<file path="src/sv/cbc_pkg.sv">
`timescale 1ns / 1ps
package cbc_pkg;

    localparam int TAG_W    = 16;
    localparam int RADIUS_W = 23;
    localparam int ARENA_W  = 22;
    localparam int COEF_W   = 17;
    localparam int VAL_W    = 32;
    localparam int ADDR_W   = 2;

    localparam logic [ARENA_W-1:0] ARENA_MIN   = 22'd131072;
    localparam logic [ARENA_W-1:0] ARENA_MAX   = 22'd2621440;
    localparam logic [ARENA_W-1:0] ARENA_RST   = 22'd655360;
    localparam logic [ARENA_W-1:0] MIN_ALLOWED = 22'd655;
    localparam logic [COEF_W-1:0]  UNIT_Q16    = 17'd65536;
    localparam logic [COEF_W-1:0]  REST_RST    = 17'd47186;
    localparam logic [COEF_W-1:0]  DAMP_RST    = 17'd62915;

    localparam int QUEUE_DEPTH = 4;
    localparam int SQRT_STEPS  = 32;
    localparam int DIV_STEPS   = 17;

    typedef enum logic [ADDR_W-1:0] {
        REG_ARENA = 2'd0,
        REG_REST  = 2'd1,
        REG_DAMP  = 2'd2
    } cfg_reg_t;

    // one body as it travels from the front to the back
    typedef struct packed {
        logic [TAG_W-1:0]    tag;
        logic                last;
        logic                hit;
        logic [ARENA_W-1:0]  allowed;
        logic [63:0]         dsq;
        logic signed [31:0]  px;
        logic signed [31:0]  py;
        logic signed [31:0]  pz;
        logic signed [31:0]  vx;
        logic signed [31:0]  vy;
        logic signed [31:0]  vz;
    } item_t;

    // round(a * b / 65536), halves away from zero
    function automatic logic signed [38:0] mul_q16(input logic signed [35:0] a,
                                                  input logic signed [17:0] b);
        logic [35:0] ma;
        logic [17:0] mb;
        logic [53:0] p;
        logic [37:0] q;
        ma = a[35] ? 36'(-a) : 36'(a);
        mb = b[17] ? 18'(-b) : 18'(b);
        p  = 54'(ma) * 54'(mb);
        q  = 38'((p + 54'd32768) >> 16);
        mul_q16 = (a[35] != b[17]) ? -$signed({1'b0, q}) : $signed({1'b0, q});
    endfunction

    // saturate to the signed 32-bit range
    function automatic logic [31:0] sat32(input logic signed [39:0] v);
        if (v > 40'sd2147483647)
            sat32 = 32'h7FFF_FFFF;
        else if (v < -40'sd2147483648)
            sat32 = 32'h8000_0000;
        else
            sat32 = v[31:0];
    endfunction

endpackage

</file>
<file path="src/sv/cbc_fifo.sv">
`timescale 1ns / 1ps
module cbc_fifo #(
    parameter int DEPTH = cbc_pkg::QUEUE_DEPTH
) (
    input  logic           clk,
    input  logic           rst_n,
    input  logic           push,
    input  cbc_pkg::item_t in_item,
    output logic           full,
    input  logic           pop,
    output cbc_pkg::item_t out_item,
    output logic           empty
);
    import cbc_pkg::*;

    localparam int PTR_W = $clog2(DEPTH);
    localparam int CNT_W = $clog2(DEPTH + 1);

    item_t            mem_reg [DEPTH];
    logic [PTR_W-1:0] wr_ptr_reg;
    logic [PTR_W-1:0] rd_ptr_reg;
    logic [CNT_W-1:0] count_reg;
    logic             do_push;
    logic             do_pop;

    assign full     = (count_reg == CNT_W'(DEPTH));
    assign empty    = (count_reg == '0);
    assign do_push  = push && !full;
    assign do_pop   = pop && !empty;
    assign out_item = mem_reg[rd_ptr_reg];

    // advance pointers and count
    always_ff @(posedge clk or negedge rst_n)
    begin
        if (!rst_n)
        begin
            wr_ptr_reg <= '0;
            rd_ptr_reg <= '0;
            count_reg  <= '0;
        end
        else
        begin
            if (do_push)
                wr_ptr_reg <= (wr_ptr_reg == PTR_W'(DEPTH - 1)) ? '0 : wr_ptr_reg + 1'b1;
            if (do_pop)
                rd_ptr_reg <= (rd_ptr_reg == PTR_W'(DEPTH - 1)) ? '0 : rd_ptr_reg + 1'b1;
            if (do_push && !do_pop)
                count_reg <= count_reg + 1'b1;
            else if (do_pop && !do_push)
                count_reg <= count_reg - 1'b1;
        end
    end

    // store the request
    always_ff @(posedge clk)
    begin
        if (do_push)
            mem_reg[wr_ptr_reg] <= in_item;
    end

endmodule

</file>
<file path="config.mk">
export PLATFORM = sky130hd
export DESIGN_NAME = cbc_fifo
export DESIGN_NICKNAME = d
export VERILOG_FILES = /design/src/sv/cbc_pkg.sv /design/src/sv/cbc_fifo.sv
export SDC_FILE = /design/constraint.sdc
export NUM_CORES = 1
export LEC_CHECK = 0
export BUFFER_PORTS_ARGS = -buffer_cell sky130_fd_sc_hd__buf_2
export CORE_MARGIN = 2
export CORE_UTILIZATION = 59
export CTS_BUF_LIST = sky130_fd_sc_hd__clkbuf_8
export DETAILED_ROUTE_END_ITERATION = 6
export GPL_TIMING_DRIVEN = 0
export PLACE_DENSITY = 0.82
export SLEW_MARGIN = 20
export SYNTH_ARGS = -nofsm -noshare
export SYNTH_HDL_FRONTEND = slang
export SYNTH_SLANG_ARGS = --single-unit
</file>
<file path="constraint.sdc">
create_clock -name clk -period 16 [get_ports clk]
set_input_delay 3.2 -clock clk [delete_from_list [all_inputs] [get_ports clk]]
set_output_delay 3.2 -clock clk [all_outputs]
set_load 0.02 [all_outputs]
</file>
==> results of run 1 <==
through the flow:
| step | total power [mW] | setup TNS, ns | instances |
|---|---|---|---|
| final | 9.932 | 0 | 3516 |
| after global routing | 10.31 | 0 | 3513 |
| after CTS | 10.01 | 0 | 3491 |
| after detailed placement | 7.727 | 0 | 3174 |
| after global placement | 7.845 | -234.22 | 3139 |
| after floorplan | 6.635 | 0 | 1583 |
logic make-up after synthesis:
kind of cell    after synthesis  synth area share [%]
buf+inv                      69                 1.160
mux                         300                 15.56
flops                      1191                 82.82
compound gates                2               0.03482
xor+xnor                      3               0.06092
simple gates                 11                0.1450
fa+ha+maj                     7                0.2204
layout make-up:
type | count | area share (%)
sequential | 1191 | 69.28
clock inverter | 137 | 1.570
clock buffer | 180 | 4.804
timing repair buffer | 632 | 7.501
buffer | 66 | 0.9486
tap | 959 | 2.327
antenna | 25 | 0.1213
multi-input combinational | 323 | 13.43
inverter | 3 | 0.02183
where the power goes:
part	leakage (nW)	internal, mW	switching (mW)
clock network	1.89	1.15	1.11
registers	10.9	4.11	0.146
logic	4.99	1.34	2.06
final timing paths:
| check | end | slack (ns) | cells past startpoint |
|---|---|---|---|
| worst min-delay path | count_reg[2] | 0.54 | 1 |
| min in group asynchronous | count_reg[0] | 2.22 | 1 |
| max in group asynchronous | wr_ptr_reg[0] | 13.62 | 1 |
| worst max register to register | mem_reg[1][107] | 12.93 | 6 |
| worst max-delay path | out_item[147] | 9.92 | 5 |
| worst min register to register | count_reg[2] | 0.54 | 1 |
cells in the final DEF, fill, tap and decap left out, types with 7 or more instances in the layout:
cell type and instances:
mux4_2 296, clkbuf_8 180, clkinv_1 51, diode_2 25
buf_16 24, edfxtp_1 1184, buf_2 631, buf_6 26
dfrtp_1 7, clkinv_2 11, buf_12 11, inv_1 60
synth_stat cells:
master       n  share of area, %
and2_1       3             0.044
buf_6       26              0.68
buf_4        1             0.017
buf_2       34              0.39
o31ai_1      1             0.017
buf_1        3             0.026
edfxtp_1  1184                82
inv_1        3             0.026
mux2_2       4              0.10
xnor2_1      1             0.020
mux4_2     296                15
clkbuf_1     2             0.017
nor3_1       2             0.023
nor2b_1      1             0.015
dfrtp_1      7              0.41
ha_1         6              0.17
a21o_1       1             0.017
nor3b_2      1             0.029
fa_1         1             0.046
nor2_1       3             0.026
nand2_1      1            0.0087
xor2_1       2             0.041
per-layer routing:
layer | vias up | wire length [µm] | part of all wire [%]
met2 | 1029 | 49910 | 53
li1 | 8622 | - | -
met3 | 236 | 7878 | 8.4
met5 | - | 134 | 0.14
met4 | 22 | 3830 | 4.1
met1 | 10710 | 32180 | 34
critical path, delay by kind of cell (launching register included):
kind                   cells  cell delay (ns)
muxes                      1             0.39
DFF                        1             0.34
buffers and inverters      4             1.32
==> metrics.cfg, run 1 <==
[floorplanning]
die_w_um=274.4
rows=99
num_io_pins=598
die-area_um2=75300
core_region_area_um2=72710
start_util_pct=59.33
die_h_um=274.4

[worst_setup_path]
cp-end-kind=output port
cp-start-kind=flop
path_cells=buf_2 -> buf_2 -> buf_2 -> mux4_2 -> buf_2
startpoint=rd_ptr_reg[1]
cp.arrival_ns=2.88
cpPeakStageDelay_ns=0.40
worstSetupPathType=flop to output port
crit_slowest_cell=buf_2
cp_max_fo=10
worstPathRequired_ns=12.80
r2r-start=count_reg[2]
critPathMostFrequentCell=buf_2

[placement]
portBuffers=597
gp_congestion=0.7954
dpl_worst_slack_ns=10.24
dp_hpwl_um=62910
placed_area_um2=48220

[grt]
busiest_layer=met2
grt_pass1_wl_um=136700
met1_usage_pct=29.47
grt_pass1_vias=21910
grt_max_degree=49
grt_overflow=0
met3_usage_pct=7.584
antenna_found_initial=37
use_met2_pct=42.66
grt_usage_pct=25.15

[detailed_routing]
totalWireLength_um=93930
dr.pass1.iters=5
antenna_left=0
drt_first_iter_violations=1882
vias_per_cell=5.865
num_vias=20620
drc=0
wl_per_cell_um=26.72

[synth]
ys_seq_area_share_pct=82.82
syn_area_um2=43140
syn_area_per_cell_um2=27.25
ys_warn_count=0
syn-num-nets=1890
ys_seq_elements=1191
synth_cell_types=22
synthCells=1583

[sta]
tightest_slew_ns=0.7788
final_max_slew_viol_count=0
fin_crit_sh_pct=37.97
finalSetupViolations=0
fin_hold_ws_ns=0.5380
maxSlewHeadroom_pct=48.08
finalCriticalPeriod_ns=6.075
max_freq_mhz=164.6
finalHoldViolations=0
grt_setup_unrepaired=no
worst_slack_ns=9.925
finClkSkew_ns=0.05734

[finish]
regArea_um2=35730
n_fill_cell=4021
nets=2701
largest_reg_flops=1184
drive_gt1_share_pct=47.67
fin_util_pct=70.93
final_cell_area_um2=51570
syn_to_final_growth_pct=19.55
multi_input_area_um2=6925

[run_status]
status=complete, no violations

[clock_tree]
cts-root-buf=clkbuf_8
cts_hold_buffers=0
ctsHtreeMaxLevel=4
clkSinkCount=1191
cts_tree=yes
clk_latency_ns=0.80
clk_pin_slew_worst_paths_ns=0.06
cts_buffer_depth=3
ctsResizeCount=0
post_cts_buffers=0
cts_buffers=177

[job]
maxCapViolations=0

[hold_path]
hp-class=flop to flop
worst_hold_startpoint=count_reg[2]

[pwr]
vdd.ir_drop.worst_mv=0.1543
power.density_nw_per_um2=192.6
power.leakage_nw=17.80

Power figures use the tool's default switching activity.
==> run 2, diff against run 1 <==
Settings changed: CORE_UTILIZATION 59 to 54, PLACE_DENSITY 0.82 to 0.79.
Clock period 16 ns to 5.5 ns, I/O delays scaled along.
==> run 2 against run 1 <==
Clock skew decreased by 0.0065 ns. First-iteration DRC count is 15% lower. Flip-flop and latch count did not move. Sequential power grew to 2.9 times the previous value. Clock-buffer cell count is 1 lower. Largest cell class unchanged. Largest power group unchanged.
==> metrics.cfg, run 2 (synthesized netlist as in run 1, its figures left out) <==
[sta]
tns_ns=0  ; unchanged
maxSlewHeadroom_pct=54.21  ; +6.1 points
final_max_slew_viol_count=0  ; unchanged
worst_slack_ns=1.452  ; -8.473 ns
finalHoldViolations=0  ; unchanged
max_freq_mhz=247.0
finalSetupViolations=0  ; unchanged
grt_setup_unrepaired=no
fin_crit_sh_pct=73.61
finClkSkew_ns=0.05080  ; -0.006541 ns
tightest_slew_ns=0.6868  ; -0.09203 ns
finalCriticalPeriod_ns=4.048

[worst_setup_path]
startpoint=rd_ptr_reg[1]
cp-start-kind=flop
cpPeakStageDelay_ns=0.42  ; +0.02 ns
worstPathRequired_ns=4.40  ; -8.40 ns
cp.arrival_ns=2.95  ; +0.07 ns
path_cells=buf_2 -> buf_2 -> buf_2 -> mux4_2 -> buf_2
crit_end=out_item[227]
cp-end-kind=output port
reg2reg_depth=7  ; +1
r2r-end=mem_reg[1][151]
worstSetupPathType=flop to output port
cp_max_fo=10  ; unchanged
crit_slowest_cell=buf_2
r2r-start=count_reg[2]
critPathMostFrequentCell=buf_2
rrSetupSlack_ns=2.45  ; -10.48 ns

[clock_tree]
clk_pin_slew_worst_paths_ns=0.07  ; about the same
cts_buffer_depth=3  ; unchanged
ctsResizeCount=0  ; unchanged
post_cts_buffers=0  ; unchanged
ctsHtreeMaxLevel=4  ; unchanged
clk_latency_ns=0.82  ; +0.02 ns
clkSinkCount=1191  ; unchanged
cts_buffers=177  ; unchanged
cts-root-buf=clkbuf_8
cts_tree=yes
cts_hold_buffers=1  ; +1

[grt]
grt_overflow=0  ; unchanged
grt_pass1_vias=21970  ; +0.29%
grt_usage_pct=22.42  ; -2.7 points
grt_max_degree=49  ; unchanged
grt_pass1_wl_um=134600  ; -1.6%
antenna_found_initial=37  ; unchanged

[detailed_routing]
dr.pass1.iters=5  ; unchanged
antenna_left=0  ; unchanged
drc=0  ; unchanged
wl_per_cell_um=25.58  ; -4.3%
totalWireLength_um=92320  ; -1.7%
vias_per_cell=5.659  ; -3.5%
drt_first_iter_violations=1595  ; -15%
num_vias=20420  ; -0.96%

[floorplanning]
start_util_pct=54.61  ; -4.7 points
die_w_um=286.6  ; +4.5%
core_region_area_um2=79000  ; +8.6%
die_h_um=286.6  ; +4.5%
rows=103  ; +4.0%
num_io_pins=598  ; unchanged
die-area_um2=82170  ; +9.1%

[finish]
stdcell_count=3609  ; +2.6%
final_common_cell=edfxtp_1
drive_gt1_share_pct=48.05  ; +0.38 points
nets=2703  ; +0.074%
largest_reg_flops=1184  ; unchanged
layout_common_cells=edfxtp_1, buf_2, mux4_2
syn_to_final_growth_pct=20.10

[pwr]
power.density_nw_per_um2=559.4  ; +190%
vdd.ir_drop.worst_mv=0.4370  ; +180%
total_power_mw=28.98  ; +190%
power.leakage_nw=17.89  ; +0.46%

[placement]
dp_hpwl_um=62660  ; -0.41%
portBuffers=597  ; unchanged
dpl_worst_slack_ns=1.777  ; -8.459 ns
placedCellCount=3266  ; +2.9%
gp_congestion=0.7876  ; -0.98%

[run_status]
status=complete, no violations

[job]
maxCapViolations=0  ; unchanged

[hold_path]
hold_path_depth=1  ; unchanged
hp-class=primary input to flop

## run 2: area by class of cell
cell class	count	area, µm²
Timing Repair Buffer	634	3884
Sequential cell	1191	35730
Clock buffer	179	2464
Clock inverter	137	924.6
Multi-Input combinational cell	323	6933
Antenna cell	26	65.06
Buffer	66	489.2
Inverter	3	11.26
Fill cell	4856	27190
Tap cell	1050	1314
## run 2: power by group
group          internal (mW)  leakage [nW]  total (mW)  switching [mW]
sequential              11.9          10.9        12.3           0.386
combinational           3.92          5.00        9.90            5.99
clock                   3.46          1.96        6.75            3.29
total                   19.3          17.9        29.0            9.66
## run 2: how the worst min path moves through the flow
stage / from / to
floorplan: count_reg[2] / count_reg[2]
global placement: count_reg[2] / count_reg[2]
detailed placement: count_reg[2] / count_reg[2]
CTS: in_item[12] / mem_reg[0][12]
global route: in_item[33] / mem_reg[1][33]
finish: in_item[172] / mem_reg[2][172]
## run 2: routing by layer
| metal | global-route usage [%] | wire [µm] | vias to the layer above |
|---|---|---|---|
| met5 | 0 | 146 | - |
| met4 | 11.31 | 3901 | 26 |
| met3 | 7.464 | 8355 | 223 |
| met2 | 37.18 | 48240 | 911 |
| met1 | 26.34 | 31680 | 10630 |
| li1 | - | - | 8631 |
## run 2: through the flow
step	utilization [%]	hold WS, ns	area (µm²)
4_1_cts	65.50	0.3738	51750
5_1_grt	65.56	0.4099	51800
2_1_floorplan	-	0.4768	43160
3_3_place_gp	60.08	0.4967	47460
6_report	65.59	0.4828	51810
3_5_place_dp	61.20	0.5274	48350
## run 2: critical path, delay by kind of cell (launching register included)
family                 cells  cell delay (ns)
buffers and inverters      4             1.39
multiplexers               1             0.37
flip-flops                 1             0.35
==> run 3, diff against run 2 <==
Clock period 5.5 ns to 3.3 ns, I/O delays scaled along.
==> run 3 against run 2 <==
Final area is 5.6% higher. Critical path depth is the same. Core utilization rose by 3.7 points. Total power increased by 70%. Wire length increased by 7.9%. Worst setup slack worse by 1.4 ns.
==> metrics.cfg, run 3 (synthesized netlist as in run 1, its figures left out) <==
[clock_tree]
clkSinkCount=1191  ; unchanged
cts_buffer_depth=3  ; unchanged
ctsHtreeMaxLevel=4  ; unchanged
clk_latency_ns=0.83  ; about the same
clk_pin_slew_worst_paths_ns=0.06  ; about the same
cts_buffers=179  ; +1.1%
cts-root-buf=clkbuf_8
cts_tree=yes

[finish]
layout_common_cells=edfxtp_1, buf_2, mux4_2
drive_gt1_share_pct=43.68  ; -4.4 points
final_common_cell=edfxtp_1
nets=2975  ; +10%
syn_to_final_growth_pct=26.86
largest_reg_flops=1184  ; unchanged

[sta]
fin_hold_ws_ns=0.06510  ; -0.4177 ns
finalSetupViolations=0  ; unchanged
tightest_slew_ns=0.6750  ; -0.01181 ns
final_max_slew_viol_count=0  ; unchanged
worst_slack_ns=0.05034  ; -1.401 ns
max_freq_mhz=307.7
finalHoldViolations=0  ; unchanged
tns_ns=0  ; unchanged
fin_crit_sh_pct=98.47
finClkSkew_ns=0.05332  ; +0.002526 ns
grt_setup_unrepaired=yes
finalCriticalPeriod_ns=3.250
maxSlewHeadroom_pct=54.62  ; +0.40 points

[floorplanning]
rows=103  ; unchanged
start_util_pct=54.61  ; unchanged
num_io_pins=598  ; unchanged
core_region_area_um2=79000  ; unchanged
die_w_um=286.6  ; unchanged
die-area_um2=82170  ; unchanged
die_h_um=286.6  ; unchanged

[job]
maxCapViolations=0  ; unchanged

[worst_setup_path]
cp-start-kind=flop
cp-end-kind=output port
reg2reg_depth=7  ; unchanged
cp_max_fo=10  ; unchanged
worstSetupPathType=flop to output port
worstPathRequired_ns=2.64  ; -1.76 ns
rrSetupSlack_ns=0.17  ; -2.28 ns
r2r-start=count_reg[2]
cp.arrival_ns=2.59  ; -0.36 ns
r2r-end=mem_reg[0][103]

[hold_path]
worst_hold_startpoint=in_item[239]
holdPathEnd=mem_reg[0][239]
hold_path_depth=1  ; unchanged
hp-class=primary input to flop

[pwr]
power.density_nw_per_um2=898.0  ; +61%
power.leakage_nw=19.09  ; +6.8%
vdd.ir_drop.worst_mv=0.7428  ; +70%

[detailed_routing]
dr.pass1.iters=6  ; +1
num_vias=21830  ; +6.9%
wl_per_cell_um=25.73  ; +0.59%
totalWireLength_um=99610  ; +7.9%
vias_per_cell=5.638  ; -0.36%
drc=0  ; unchanged
antenna_left=0  ; unchanged
drt_first_iter_violations=1657  ; +3.9%

[grt]
antenna_found_initial=22  ; -41%
grt_max_degree=49  ; unchanged
grt_usage_pct=24.26  ; +1.8 points
grt_overflow=0  ; unchanged
grt_pass1_vias=23980  ; +9.1%
grt_pass1_wl_um=146400  ; +8.8%

[run_status]
status=complete, no violations

[placement]
dp_hpwl_um=61260  ; -2.2%
portBuffers=597  ; unchanged
gp_congestion=0.7783  ; -1.2%
dpl_worst_slack_ns=-0.08361  ; -1.860 ns

==> run 3: critical path: stages (launching register included) <==
cell	delay (ns)
dfrtp_1	0.40
buf_12	0.20
buf_16	0.21
buf_12	0.18
mux4_2	0.59
buf_6	0.17
==> run 3: cell type report <==
| cell class | count | area [µm²] |
|---|---|---|
| inverter | 3 | 11.26 |
| multi-input combinational | 324 | 6954 |
| sequential | 1191 | 35730 |
| buffer | 65 | 775.7 |
| clock inverter | 138 | 743.2 |
| fill | 4384 | 24270 |
| tap | 1050 | 1314 |
| clock buffer | 182 | 2505 |
| timing repair buffer | 904 | 6659 |
| antenna | 14 | 35.03 |
==> run 3: timing repair <==
item,4_1_cts,5_1_grt
setup endpoints to repair,279,210
gates cloned,0,1
gates resized for setup,77,40
pin swaps,0,1
hold endpoints to repair,990,0
setup buffers,1,0
hold buffers,270,0
==> run 3: routing by layer <==
metal | part of all wire [%] | GRT usage, % | up-vias
met4 | 4.5 | 11.40 | 10
met5 | 0.063 | 0 | -
met1 | 34 | 28.07 | 11330
met3 | 8.4 | 7.202 | 243
met2 | 53 | 41.73 | 1077
li1 | - | - | 9164
==> run 3: where the power goes <==
group	leakage (nW)	internal [mW]	switching, mW	total [mW]
clock network	1.90	5.29	5.67	11.0
logic	6.26	7.27	10.3	17.6
registers	10.9	19.9	0.702	20.6
total	19.1	32.5	16.7	49.1
==> run 3: worst max-delay path by stage <==
| stage | cells after the start | start | endpoint | slack (ns) |
|---|---|---|---|---|
| 2_1_floorplan | 2 | push | mem_reg[3][0] | -2.19 |
| 3_5_place_dp | 7 | push | mem_reg[2][140] | -0.08 |
| 4_1_cts | 5 | rd_ptr_reg[0] | out_item[219] | -0.03 |
| 5_1_grt | 5 | rd_ptr_reg[1] | out_item[103] | -0.06 |
| 3_3_place_gp | 3 | push | mem_reg[3][136] | -5.45 |
| 6_report | 5 | rd_ptr_reg[0] | out_item[157] | 0.05 |
==> run 3: per-stage QoR <==
| step | utilization [%] | instances | area [µm²] | total power [mW] |
|---|---|---|---|---|
| global placement | 60.09 | 3230 | 47470 | 36.83 |
| detailed placement | 61.20 | 3266 | 48350 | 37.48 |
| CTS | 69.04 | 3856 | 54540 | 49.00 |
| global route | 69.27 | 3871 | 54730 | 50.97 |
| floorplan | - | 1583 | 43170 | 31.54 |
| finish | 69.27 | 3871 | 54730 | 49.14 |
